--- config.mk ---
export PLATFORM = sky130hd
export DESIGN_NAME = invariant_division_magic_number
export DESIGN_NICKNAME = d
export VERILOG_FILES = /design/src/sv/idmn_pkg.sv /design/src/sv/idmn_divider.sv /design/src/sv/invariant_division_magic_number.sv
export SDC_FILE = /design/constraint.sdc
export NUM_CORES = 1
export LEC_CHECK = 0
export ABC_AREA = 0
export BUFFER_PORTS_ARGS = -buffer_cell sky130_fd_sc_hd__buf_2
export CAP_MARGIN = 10
export CORE_ASPECT_RATIO = 0.5
export CORE_MARGIN = 2
export CORE_UTILIZATION = 30
export DETAILED_ROUTE_END_ITERATION = 10
export SLEW_MARGIN = 20
export SYNTH_ARGS = -nofsm -noshare
export SYNTH_HDL_FRONTEND = slang
export SYNTH_SLANG_ARGS = --single-unit
export TNS_END_PERCENT = 1
--- constraint.sdc ---
create_clock -name clock -period 5.3 [get_ports clock]
set_input_delay 0.53 -clock clock [delete_from_list [all_inputs] [get_ports clock]]
set_output_delay 0.53 -clock clock [all_outputs]
set_load 0.02 [all_outputs]
--- src/sv/idmn_pkg.sv ---
// Shared types and constants for the invariant-division magic number generator.
`default_nettype none

package idmn_pkg;

   localparam int DIVISOR_W  = 31;
   localparam int MULT_W     = 32;
   localparam int SHIFT_W    = 7;
   localparam int EXPO_W     = 5;
   localparam int LOG_W      = 5;
   localparam int NUM_W      = 64;
   localparam int DEN_W      = 32;
   localparam int BOUND_W    = 34;
   localparam int K_W        = 33;
   localparam int DIV_STEPS  = NUM_W;
   localparam int DIV_CNT_W  = $clog2(DIV_STEPS);

   localparam logic [MULT_W-1:0]  ALL_ONES32 = '1;
   localparam logic [SHIFT_W-1:0] WORD_BITS  = SHIFT_W'(32);

   localparam logic METHOD_SHIFT = 1'b0;
   localparam logic METHOD_ADD   = 1'b1;

   typedef enum logic [3:0] {
      ST_IDLE,
      ST_TZ,
      ST_LOG,
      ST_DIV_TOP,
      ST_DIV_K,
      ST_DIV_LO,
      ST_DIV_HI,
      ST_REDUCE,
      ST_DIV_P2,
      ST_STRIP,
      ST_DONE
   } state_type;

   typedef struct packed {
      logic             start;
      logic [NUM_W-1:0] num;
      logic [DEN_W-1:0] den;
   } div_req_type;

   typedef struct packed {
      logic             busy;
      logic             done;
      logic [NUM_W-1:0] quot;
      logic [DEN_W-1:0] rem;
   } div_rsp_type;

endpackage

`default_nettype wire

--- src/sv/idmn_divider.sv ---
// Restoring divider, 64-bit dividend by 32-bit divisor, one quotient bit per cycle.
`default_nettype none

module idmn_divider
   import idmn_pkg::*;
(
   input  logic        clock,
   input  logic        reset,
   input  div_req_type div_req,
   output div_rsp_type div_rsp
);

   logic                 busy_ff, busy_in;
   logic                 done_ff, done_in;
   logic [DIV_CNT_W-1:0] cnt_ff, cnt_in;
   logic [NUM_W-1:0]     quot_ff, quot_in;
   logic [DEN_W-1:0]     rem_ff, rem_in;
   logic [DEN_W-1:0]     den_ff, den_in;
   logic [DEN_W:0]       trial;
   logic [DEN_W:0]       diff;
   logic                 take;

   always_comb begin
      trial   = {rem_ff, quot_ff[NUM_W-1]};
      diff    = trial - {1'b0, den_ff};
      take    = (trial >= {1'b0, den_ff});
      busy_in = busy_ff;
      done_in = 1'b0;
      cnt_in  = cnt_ff;
      quot_in = quot_ff;
      rem_in  = rem_ff;
      den_in  = den_ff;
      if (busy_ff) begin
         quot_in = {quot_ff[NUM_W-2:0], take};
         // a failed trial is below the divisor, so its top bit is clear
         rem_in  = take ? diff[DEN_W-1:0] : trial[DEN_W-1:0];
         cnt_in  = cnt_ff - 1'b1;
         if (cnt_ff == '0) begin
            busy_in = 1'b0;
            done_in = 1'b1;
         end
      end else if (div_req.start) begin
         busy_in = 1'b1;
         cnt_in  = DIV_CNT_W'(DIV_STEPS - 1);
         quot_in = div_req.num;
         rem_in  = '0;
         den_in  = div_req.den;
      end
   end

   always_ff @(posedge clock) begin
      if (reset) begin
         busy_ff <= 1'b0;
         done_ff <= 1'b0;
         cnt_ff  <= '0;
      end else begin
         busy_ff <= busy_in;
         done_ff <= done_in;
         cnt_ff  <= cnt_in;
      end
      quot_ff <= quot_in;
      rem_ff  <= rem_in;
      den_ff  <= den_in;
   end

   assign div_rsp.busy = busy_ff;
   assign div_rsp.done = done_ff;
   assign div_rsp.quot = quot_ff;
   assign div_rsp.rem  = rem_ff;

endmodule

`default_nettype wire

--- src/sv/invariant_division_magic_number.sv ---
// Top level: sequencer and datapath of the magic number generator, result register.
//
//   channel | ports                                     | direction
//   --------+-------------------------------------------+----------
//   req     | req_valid, req_ready, req_divisor[30:0]   | in
//   rsp     | rsp_valid, rsp_ready, rsp_method_select,  | out
//           | rsp_magic_multiplier, rsp_shift_count,    |
//           | rsp_bad_divisor                           |
//
// One divisor at a time; req_ready is high only while the sequencer is idle.
// Zero, one and powers of two skip the divider. Other divisors pass through tz, log,
// four or five divides, reduce and strip; the bit-serial 64-step divider dominates.
// Synchronous reset returns the sequencer to idle and empties the result register.
// A finished result waits in the result register while the next divisor is taken.
`default_nettype none

module invariant_division_magic_number
   import idmn_pkg::*;
(
   input  logic                      clock,
   input  logic                      reset,
   input  logic                      req_valid,
   output logic                      req_ready,
   input  logic [DIVISOR_W-1:0]      req_divisor,
   output logic                      rsp_valid,
   input  logic                      rsp_ready,
   output logic                      rsp_method_select,
   output logic [MULT_W-1:0]         rsp_magic_multiplier,
   output logic signed [SHIFT_W-1:0] rsp_shift_count,
   output logic                      rsp_bad_divisor
);

   state_type state_ff, state_in;

   logic [DIVISOR_W-1:0] odd_ff, odd_in;
   logic [EXPO_W-1:0]    expo_ff, expo_in;
   logic [LOG_W-1:0]     s_ff, s_in;
   logic [NUM_W-1:0]     pw_ff, pw_in;
   logic [DEN_W-1:0]     top_ff, top_in;
   logic [K_W-1:0]       k_ff, k_in;
   logic [BOUND_W-1:0]   lo_ff, lo_in;
   logic [BOUND_W-1:0]   hi_ff, hi_in;
   logic                 method_ff, method_in;
   logic [MULT_W-1:0]    mult_ff, mult_in;
   logic [SHIFT_W-1:0]   sh_ff, sh_in;
   logic                 bad_ff, bad_in;

   logic                 rsp_valid_ff, rsp_valid_in;
   logic                 rsp_method_ff, rsp_method_in;
   logic [MULT_W-1:0]    rsp_mult_ff, rsp_mult_in;
   logic [SHIFT_W-1:0]   rsp_sh_ff, rsp_sh_in;
   logic                 rsp_bad_ff, rsp_bad_in;

   div_req_type div_req;
   div_rsp_type div_rsp;

   logic req_xfer;
   logic div_state;
   logic reduce_go;
   logic strip_go;
   logic hi_fits;
   logic round_down;
   logic rsp_load;

   idmn_divider u_divider (
      .clock   (clock),
      .reset   (reset),
      .div_req (div_req),
      .div_rsp (div_rsp)
   );

   assign req_ready  = (state_ff == ST_IDLE);
   assign req_xfer   = req_valid && req_ready;
   assign reduce_go  = (lo_ff[BOUND_W-1:1] < hi_ff[BOUND_W-1:1]) && (s_ff != '0);
   assign strip_go   = (mult_ff != '0) && !mult_ff[0];
   assign hi_fits    = (hi_ff[BOUND_W-1:MULT_W] == '0);
   assign round_down = (div_rsp.rem < (DEN_W'(odd_ff >> 1) + 1'b1));
   assign rsp_load   = (state_ff == ST_DONE) && (!rsp_valid_ff || rsp_ready);

   always_comb begin
      div_state = (state_ff == ST_DIV_TOP) || (state_ff == ST_DIV_K) ||
                  (state_ff == ST_DIV_LO) || (state_ff == ST_DIV_HI) ||
                  (state_ff == ST_DIV_P2);
   end

   // next state
   always_comb begin
      state_in = state_ff;
      unique case (state_ff)
         ST_IDLE: begin
            if (req_xfer) begin
               state_in = (req_divisor == '0) ? ST_DONE : ST_TZ;
            end
         end
         ST_TZ: begin
            if (odd_ff[0]) begin
               state_in = (odd_ff == DIVISOR_W'(1)) ? ST_DONE : ST_LOG;
            end
         end
         ST_LOG: begin
            if (mult_ff == '0) begin
               state_in = ST_DIV_TOP;
            end
         end
         ST_DIV_TOP: if (div_rsp.done) state_in = ST_DIV_K;
         ST_DIV_K:   if (div_rsp.done) state_in = ST_DIV_LO;
         ST_DIV_LO:  if (div_rsp.done) state_in = ST_DIV_HI;
         ST_DIV_HI:  if (div_rsp.done) state_in = ST_REDUCE;
         ST_REDUCE: begin
            if (!reduce_go) begin
               state_in = hi_fits ? ST_STRIP : ST_DIV_P2;
            end
         end
         ST_DIV_P2:  if (div_rsp.done) state_in = ST_STRIP;
         ST_STRIP: begin
            if (!strip_go) begin
               state_in = ST_DONE;
            end
         end
         ST_DONE: begin
            if (rsp_load) begin
               state_in = ST_IDLE;
            end
         end
         default: state_in = ST_IDLE;
      endcase
   end

   // datapath and divider control
   always_comb begin
      odd_in        = odd_ff;
      expo_in       = expo_ff;
      s_in          = s_ff;
      pw_in         = pw_ff;
      top_in        = top_ff;
      k_in          = k_ff;
      lo_in         = lo_ff;
      hi_in         = hi_ff;
      method_in     = method_ff;
      mult_in       = mult_ff;
      sh_in         = sh_ff;
      bad_in        = bad_ff;
      div_req.start = div_state && !div_rsp.busy && !div_rsp.done;
      div_req.num   = pw_ff;
      div_req.den   = DEN_W'(odd_ff);
      unique case (state_ff)
         ST_IDLE: begin
            if (req_xfer) begin
               odd_in    = req_divisor;
               expo_in   = '0;
               bad_in    = (req_divisor == '0);
               method_in = METHOD_SHIFT;
               mult_in   = '0;
               sh_in     = '0;
            end
         end
         ST_TZ: begin
            if (!odd_ff[0]) begin
               odd_in  = odd_ff >> 1;
               expo_in = expo_ff + 1'b1;
            end else if (odd_ff == DIVISOR_W'(1)) begin
               if (expo_ff == '0) begin
                  method_in = METHOD_ADD;
                  mult_in   = ALL_ONES32;
                  sh_in     = '0;
               end else begin
                  method_in = METHOD_SHIFT;
                  mult_in   = MULT_W'(1);
                  sh_in     = SHIFT_W'(expo_ff) - WORD_BITS;
               end
            end else begin
               mult_in = MULT_W'(odd_ff);
               s_in    = '0;
            end
         end
         ST_LOG: begin
            // count significant bits of the odd part, mult_ff is scratch here
            if (mult_ff != '0) begin
               mult_in = mult_ff >> 1;
               s_in    = s_ff + 1'b1;
            end else begin
               pw_in = NUM_W'(1) << {1'b1, s_ff};
               sh_in = SHIFT_W'(s_ff) - SHIFT_W'(1);  // shift of the rounded variant
            end
         end
         ST_DIV_TOP: begin
            div_req.num = NUM_W'(ALL_ONES32);
            if (div_rsp.done) begin
               top_in = ALL_ONES32 - div_rsp.rem;
            end
         end
         ST_DIV_K: begin
            div_req.den = top_ff;
            if (div_rsp.done) begin
               k_in = div_rsp.quot[K_W-1:0];
            end
         end
         ST_DIV_LO: begin
            if (div_rsp.done) begin
               lo_in = div_rsp.quot[BOUND_W-1:0];
            end
         end
         ST_DIV_HI: begin
            div_req.num = pw_ff + NUM_W'(k_ff);
            if (div_rsp.done) begin
               hi_in = div_rsp.quot[BOUND_W-1:0];
            end
         end
         ST_REDUCE: begin
            if (reduce_go) begin
               lo_in = lo_ff >> 1;
               hi_in = hi_ff >> 1;
               s_in  = s_ff - 1'b1;
            end else if (hi_fits) begin
               method_in = METHOD_SHIFT;
               mult_in   = hi_ff[MULT_W-1:0];
               sh_in     = SHIFT_W'(s_ff);
            end
         end
         ST_DIV_P2: begin
            div_req.num = pw_ff >> 1;
            if (div_rsp.done) begin
               method_in = METHOD_ADD;
               mult_in   = round_down ? div_rsp.quot[MULT_W-1:0]
                                      : div_rsp.quot[MULT_W-1:0] + 1'b1;
            end
         end
         ST_STRIP: begin
            if (strip_go) begin
               mult_in = mult_ff >> 1;
               sh_in   = sh_ff - 1'b1;
            end else begin
               sh_in = sh_ff + SHIFT_W'(expo_ff);
            end
         end
         ST_DONE: begin
         end
         default: begin
         end
      endcase
   end

   // result register
   always_comb begin
      rsp_valid_in  = rsp_valid_ff;
      rsp_method_in = rsp_method_ff;
      rsp_mult_in   = rsp_mult_ff;
      rsp_sh_in     = rsp_sh_ff;
      rsp_bad_in    = rsp_bad_ff;
      if (rsp_load) begin
         rsp_valid_in  = 1'b1;
         rsp_method_in = method_ff;
         rsp_mult_in   = mult_ff;
         rsp_sh_in     = sh_ff;
         rsp_bad_in    = bad_ff;
      end else if (rsp_valid_ff && rsp_ready) begin
         rsp_valid_in = 1'b0;
      end
   end

   always_ff @(posedge clock) begin
      if (reset) begin
         state_ff     <= ST_IDLE;
         rsp_valid_ff <= 1'b0;
      end else begin
         state_ff     <= state_in;
         rsp_valid_ff <= rsp_valid_in;
      end
      odd_ff        <= odd_in;
      expo_ff       <= expo_in;
      s_ff          <= s_in;
      pw_ff         <= pw_in;
      top_ff        <= top_in;
      k_ff          <= k_in;
      lo_ff         <= lo_in;
      hi_ff         <= hi_in;
      method_ff     <= method_in;
      mult_ff       <= mult_in;
      sh_ff         <= sh_in;
      bad_ff        <= bad_in;
      rsp_method_ff <= rsp_method_in;
      rsp_mult_ff   <= rsp_mult_in;
      rsp_sh_ff     <= rsp_sh_in;
      rsp_bad_ff    <= rsp_bad_in;
   end

   assign rsp_valid            = rsp_valid_ff;
   assign rsp_method_select    = rsp_method_ff;
   assign rsp_magic_multiplier = rsp_mult_ff;
   assign rsp_shift_count      = $signed(rsp_sh_ff);
   assign rsp_bad_divisor      = rsp_bad_ff;

`ifndef SYNTH
   a_bad_zero: assert property (@(posedge clock) disable iff (reset)
      rsp_valid && rsp_bad_divisor |->
         rsp_magic_multiplier == '0 && rsp_shift_count == '0 && !rsp_method_select)
      else $error("bad divisor result carries nonzero fields");

   a_mult_odd: assert property (@(posedge clock) disable iff (reset)
      rsp_valid && !rsp_bad_divisor |-> rsp_magic_multiplier[0])
      else $error("multiplier left with a trailing zero");

   a_div_start_idle: assert property (@(posedge clock) disable iff (reset)
      div_req.start |-> !div_rsp.busy && div_state)
      else $error("divider started while busy or outside a divide step");

   a_leave_idle: assert property (@(posedge clock) disable iff (reset)
      req_valid && req_ready |=> state_ff != ST_IDLE)
      else $error("sequencer stayed idle after a transfer");
`endif

endmodule

`default_nettype wire

==> out/summary.txt, run 1 <==
Die X - 403.9 um
Reg2reg path depth - 18
FP Rows - 73
Psw - 6.445 mW
Pleak - 10.21 nW
Slew HR - 27.37%
Commonest non-fill, non-tap cell in the layout - edfxtp_1
Worst-margin pin slew - 1.087 ns
Total gr overflow - 0
Power share of the clock group - 20.2%
Critical-path cell list - and3_1 -> and3_1 -> and2_1 -> and3_1 -> nand4_1 -> nor4_1 -> nand3_1 -> xor2_1 -> ha_1 -> a21oi_1 -> o211ai_1 -> a211o_1 -> a211oi_1 -> or2_1 -> buf_4 -> nand3b_1 -> xor2_1 -> o2111ai_1
Layout area overhead - 12.90%
Crit path DAT - 5.28 ns
Initial antenna violation count - 1
Initial core utilization - 30.25%
DR vias - 18040
Die height - 203.9 um
Nets - 2524
Max_cap viols - 0
Asr flop ratio synth - 0%
Register area - 0.01273 mm2
Reg power frac - 40.8%
# H-tree levels - 2
# clock sinks - 428
Worst Skew - 0.03487 ns
Mapped Cells - 2324
Cell variety after synth - 79
Setup TNS - 0 ns
Critical path class - flop to flop
Syn Area/Cell - 10.32 um2
# resized after CTS - 0
Antenna-violating nets left - 0
Min Clock Period, post-route - 4.996 ns
Num ports - 78
CP bufs+invs - 1
WP data required - 5.58 ns
Peak supply drop - 0.2891 mV
Multiplexer area fraction after synthesis - 2.640%
Final period util - 94.26%
Antenna Cells - 0
Min-Delay Startpoint - req_divisor[0]
GRT Total Usage - 15.31%
Synth Area in XOR/XNOR - 3.396%
Most frequent CP cell - and3_1
Net count after synthesis - 2480
Skew-Pair Late Insertion Delay - 0.59 ns
Adder and majority gate portion of the synthesized area - 6.407%
RePlAce Congestion - 0.8603
CTS Buf Count - 46
Largest family of logic cells by synthesized area - simple AND/OR/NAND/NOR gates
Multi-input logic area - 0.01030 mm2
Fillers - 7960
Starting DRT DRC Count - 1907
Post-Synth Simple-Gate Area - 16.92%
Yosys warnings - 0
Dpl cells - 3370
Worst setup margin - 0.3043 ns
Slack of the worst reg-to-reg path - 0.30 ns
First-pass GRT wire length - 100000 um
Input/output buffers - 77
Final Hold Fails - 0
HPWL after detailed placement - 45270 um
# hold bufs at CTS - 0
Drt total wl - 64270 um
Worst hold-check path type - primary input to flop
Postcts setup bufs - 0
Die area - 0.08236 mm2
Post-route DRC violation count - 0
Switching Share - 40.53%
Combinational power share - 38.9%
Post-synthesis register bit count - 428
Post-synth EDFFs - 415
Most frequent cells in the layout - edfxtp_1 (415), nand2_1 (385), o21ai_0 (170)
Primary FF master, synth - edfxtp_1
Hold endpoint - odd_ff[0]
Core area - 0.07928 mm2
Max stage delay on crit path - 0.55 ns
Clock-pin slew on the worst setup and hold paths - 0.06 ns
Reg-to-reg startpoint - odd_ff[10]
Power per standard cell area - 587.3 mW/mm2
Outcome - finished, final reports clean
Largest net degree at the start of global routing - 72
TritonRoute pass-1 iters - 5
Non-filler cells, final - 3455
Layout cells sized above 1 - 11.14%
Setup Viol. Count Final - 0
TritonCTS clock tree - done
Post-synthesis sequential area ratio - 53.05%
Bufs on Longest Clock Path - 3
Internal - 9.457 mW
CP Capture Type - flop
Vias per cell - 5.221
Crit Path Max Fanout - 12
Worst R2R End - mult_ff[9]
Total Power - 15.90 mW
Pins over their slew limit - 0
Cell family with most CP delay - simple AND/OR/NAND/NOR gates
CP startpoint kind - flop
Synth Area in Compound Gates - 13.18%
CP max-delay cell - nor4_1
Fmax - 200.2 MHz
Crit path from - odd_ff[10]
Vias in the first global route - 17290
Root Driver - clkbuf_16
Unrepaired setup endpoints after global routing - no
Cell Area, Synth - 0.02398 mm2
Worst slack, placed - 0.3712 ns
Min-Delay Path Depth - 3
Routed len/inst - 18.60 um
==> registers in the layout (all words and copies together) (netlist names), 6 cells and up <==
name and count:
u_divider.quot_ff 64, hi_ff 34, k_ff 33, lo_ff 33, mult_ff 32, pw_ff 32, rsp_magic_multiplier 32, top_ff 32
u_divider.den_ff 32, u_divider.rem_ff 32, odd_ff 31, rsp_shift_count 7, sh_ff 7, u_divider.cnt_ff 6
==> stage by stage <==
stage | area, um2 | util [%] | hold WS (ns)
floorplan | 23980 | - | 0.4003
CTS | 27070 | 34.14 | 0.1891
detailed placement | 25590 | 32.27 | 0.4101
global route | 27080 | 34.15 | 0.2371
finish | 27080 | 34.15 | 0.2321
global placement | 25580 | 32.27 | 0.4038
==> cell usage after synthesis, drive strengths merged (42+ instances only) <==
| master | number | area (um2) |
|---|---|---|
| o21ai | 173 | 865.8 |
| nor2 | 125 | 469.2 |
| nand2 | 386 | 1451 |
| nand3 | 46 | 235.2 |
| inv | 155 | 581.8 |
| a21o | 49 | 367.9 |
| clkbuf | 97 | 364.1 |
| edfxtp | 415 | 12460 |
| a21oi | 127 | 639.4 |
| xnor2 | 45 | 394.1 |
| mux2 | 42 | 473.0 |
| ha | 118 | 1476 |
| xor2 | 48 | 420.4 |
==> layout make-up <==
| cell class | instances | share of cell area, % |
|---|---|---|
| clock buffer | 53 | 4.348 |
| clock inverter | 32 | 1.132 |
| inverter | 155 | 2.158 |
| multi-input combinational | 1624 | 38.04 |
| sequential | 428 | 47.00 |
| tap | 1050 | 4.852 |
| timing repair buffer | 113 | 2.468 |
==> how the worst max path moves through the flow <==
stage	depth (start not counted)	endpoint	slack (ns)
after detailed placement	18	mult_ff[9]	0.37
after global routing	18	mult_ff[23]	0.03
after floorplan	18	mult_ff[21]	1.14
after CTS	18	mult_ff[9]	0.31
after global placement	18	mult_ff[23]	0.57
final	18	mult_ff[9]	0.30
==> power groups by stage <==
stage	sequential [mW]	combinational [mW]	clock, mW
finish	6.49	6.19	3.22
global route	6.63	6.94	3.40
CTS	6.48	6.17	3.29
detailed placement	6.54	6.12	0
global placement	6.50	6.01	0
floorplan	5.91	4.74	0
==> cell families after synthesis <==
kind of cell / after synthesis
compound gates: 503
xor+xnor: 93
fa+ha+maj: 121
buf+inv: 272
flops: 428
mux: 58
simple gates: 849
==> metal layers <==
layer | global-route usage, % | wire length [um]
met5 | 0 | 12
met2 | 24.04 | 28580
met3 | 2.136 | 3948
met4 | 5.384 | 2036
met1 | 21.61 | 29690
==> tightest hold or removal path: cells and delay by family <==
kind	cells	cell delay [ns]
buffers and inverters	1	0.09
and+or+nand+nor	2	0.10
(Power assumes the default switching activity.)
==> inputs of run 2 (changes only) <==
--- a/config.mk
+++ b/config.mk
@@ -11,6 +11,7 @@
 export CORE_ASPECT_RATIO = 0.5
 export CORE_MARGIN = 2
 export CORE_UTILIZATION = 30
+export CTS_BUF_LIST = sky130_fd_sc_hd__clkbuf_4 sky130_fd_sc_hd__clkbuf_8 sky130_fd_sc_hd__clkbuf_16
 export DETAILED_ROUTE_END_ITERATION = 10
 export SLEW_MARGIN = 20
 export SYNTH_ARGS = -nofsm -noshare
==> run 2 against run 1 <==
Utilization is essentially flat. Hold slack lost 0.0011 ns. First-iteration DRC count shrank 0.47%. Cell area is essentially flat. Sequential power is essentially flat. Via count shrank 0.29%. Global-route usage is the same. Fmax shrank 0.21%. Power grew 0.24%. Combinational power is essentially flat. Sequential share of layout area is essentially flat. Non-clock buffer count is the same. Critical path type unchanged.
==> out/summary.txt, run 2 (synthesized netlist as in run 1, its figures left out) <==
Reg with most FFs - u_divider.quot_ff
Min Clock Period, post-route - 5.006 ns
Setup TNS - 0 ns
FP Rows - 73
Core area - 0.07928 mm2
Psw - 6.447 mW
Nets - 2524
CP max-delay cell - nor4_1
Worst setup margin - 0.2940 ns
CP startpoint kind - flop
Clock-pin slew on the worst setup and hold paths - 0.07 ns
Worst Skew - 0.03251 ns
Die X - 403.9 um
Critical path class - flop to flop
# resized after CTS - 0
Combinational power share - 38.8%
WP data required - 5.59 ns
CTS Buf Count - 46
Max reg flops - 64
Outcome - finished, final reports clean
Max_cap viols - 0
Worst path depth - 18
Worst slack, placed - 0.3712 ns
Vias per cell - 5.206
Reg2reg path depth - 18
Pleak - 10.23 nW
Worst-margin pin slew - 1.090 ns
Internal - 9.492 mW
Fillers - 7954
Reg-to-reg startpoint - odd_ff[10]
Pins over their slew limit - 0
Largest net degree at the start of global routing - 72
# hold bufs at CTS - 0
Switching Share - 40.45%
Max stage delay on crit path - 0.55 ns
Power per standard cell area - 588.1 mW/mm2
Unrepaired setup endpoints after global routing - no
Input/output buffers - 77
Power share of the clock group - 20.4%
Worst hold-check path type - primary input to flop
Root Driver - clkbuf_16
Total gr overflow - 0
Setup Viol. Count Final - 0
Skew-Pair Late Insertion Delay - 0.59 ns
Routed len/inst - 18.61 um
Reg power frac - 40.8%
Peak supply drop - 0.2874 mV
Most frequent CP cell - and3_1
TritonCTS clock tree - done
Initial core utilization - 30.25%
Num ports - 78
DR vias - 17990
Final period util - 94.45%
Crit Path Max Fanout - 12
Die area - 0.08236 mm2
Regs by FF count - u_divider.quot_ff: 64 flops, hi_ff: 34 flops
# clock sinks - 428
Drt total wl - 64300 um
Postcts setup bufs - 0
Most frequent cells in the layout - edfxtp_1 (415), nand2_1 (385), o21ai_0 (170)
Slack of the worst reg-to-reg path - 0.29 ns
Setup crit end - mult_ff[9]
Crit path from - odd_ff[10]
Slew HR - 27.15%
Vias in the first global route - 17300
HPWL after detailed placement - 45270 um
Commonest non-fill, non-tap cell in the layout - edfxtp_1
GRT Total Usage - 15.31%
CP Capture Type - flop
Final Hold Fails - 0
Antenna Cells - 0
Die height - 203.9 um
Crit path DAT - 5.29 ns
Critical-path cell list - and3_1 -> and3_1 -> and2_1 -> and3_1 -> nand4_1 -> nor4_1 -> nand3_1 -> xor2_1 -> ha_1 -> a21oi_1 -> o211ai_1 -> a211o_1 -> a211oi_1 -> or2_1 -> buf_4 -> nand3b_1 -> xor2_1 -> o2111ai_1
First-pass GRT wire length - 100000 um
Post-layout util - 34.19%
Fmax - 199.8 MHz
Bufs on Longest Clock Path - 3
Starting DRT DRC Count - 1898
Post-route DRC violation count - 0
TritonRoute pass-1 iters - 5
WHS - 0.2310 ns
CP bufs+invs - 1
# H-tree levels - 2
Layout cells sized above 1 - 11.43%
Worst R2R End - mult_ff[9]
Layout area overhead - 13.01%
Initial antenna violation count - 1
Antenna-violating nets left - 0
RePlAce Congestion - 0.8603
Cell family with most CP delay - simple AND/OR/NAND/NOR gates
-- run 2: cell counts in the layout (fill, tap and decap cells not counted) --
No cell type changed its count.
-- run 2: worst reg2reg max path, cell delays in order, from the launching register on --
cell and delay, ns:
edfxtp_1 0.35, and3_1 0.23, and3_1 0.20, and2_1 0.21, and3_1 0.25, nand4_1 0.15
nor4_1 0.55, nand3_1 0.17, xor2_1 0.17, ha_1 0.30, a21oi_1 0.14, o211ai_1 0.17
a211o_1 0.30, a211oi_1 0.34, or2_1 0.46, buf_4 0.28, nand3b_1 0.15, xor2_1 0.17
o2111ai_1 0.12
-- run 2: area by class of cell --
cell class | count | area, um2 | area share, %
flip-flops and latches | 428 | 12730 | 46.96
inverters | 155 | 584.3 | 2.156
clock inverters | 32 | 306.5 | 1.131
well taps | 1050 | 1314 | 4.847
clock buffers | 53 | 1204 | 4.441
multi-input cells | 1624 | 10300 | 38.00
repair buffers | 113 | 668.1 | 2.465
-- run 2: worst min-delay path by stage --
| stage | start | end | slack (ns) | cells past startpoint |
|---|---|---|---|---|
| after floorplan | bad_ff | rsp_bad_divisor | 0.40 | 0 |
| after global placement | bad_ff | rsp_bad_divisor | 0.40 | 0 |
| after detailed placement | bad_ff | rsp_bad_divisor | 0.41 | 0 |
| after CTS | req_divisor[0] | odd_ff[0] | 0.19 | 3 |
| after global routing | req_divisor[4] | odd_ff[4] | 0.24 | 3 |
| final | req_divisor[0] | odd_ff[0] | 0.23 | 3 |
-- run 2: routing by layer --
metal	part of all wire (%)	GRT usage (%)	wire length, um	up-vias
met5	0.019	0	12	-
met4	3.2	5.384	2065	2
met3	6.0	2.136	3882	106
met2	44	24.04	28580	588
met1	46	21.61	29760	8740
li1	-	-	-	8551
-- run 2: power by group through the flow --
stage,logic [mW],registers (mW),clock network (mW)
finish,6.19,6.50,3.25
global route,6.94,6.63,3.43
CTS,6.17,6.48,3.32
detailed placement,6.12,6.54,0
global placement,6.01,6.50,0
floorplan,4.74,5.91,0
-- run 2: metrics by stage --
stage	cell area (um2)	power, mW	std cells
final	27100	15.94	3455
after global routing	27100	17.00	3455
after CTS	27100	15.97	3455
after detailed placement	25590	12.66	3370
after global placement	25580	12.51	3370
after floorplan	23980	10.65	2324
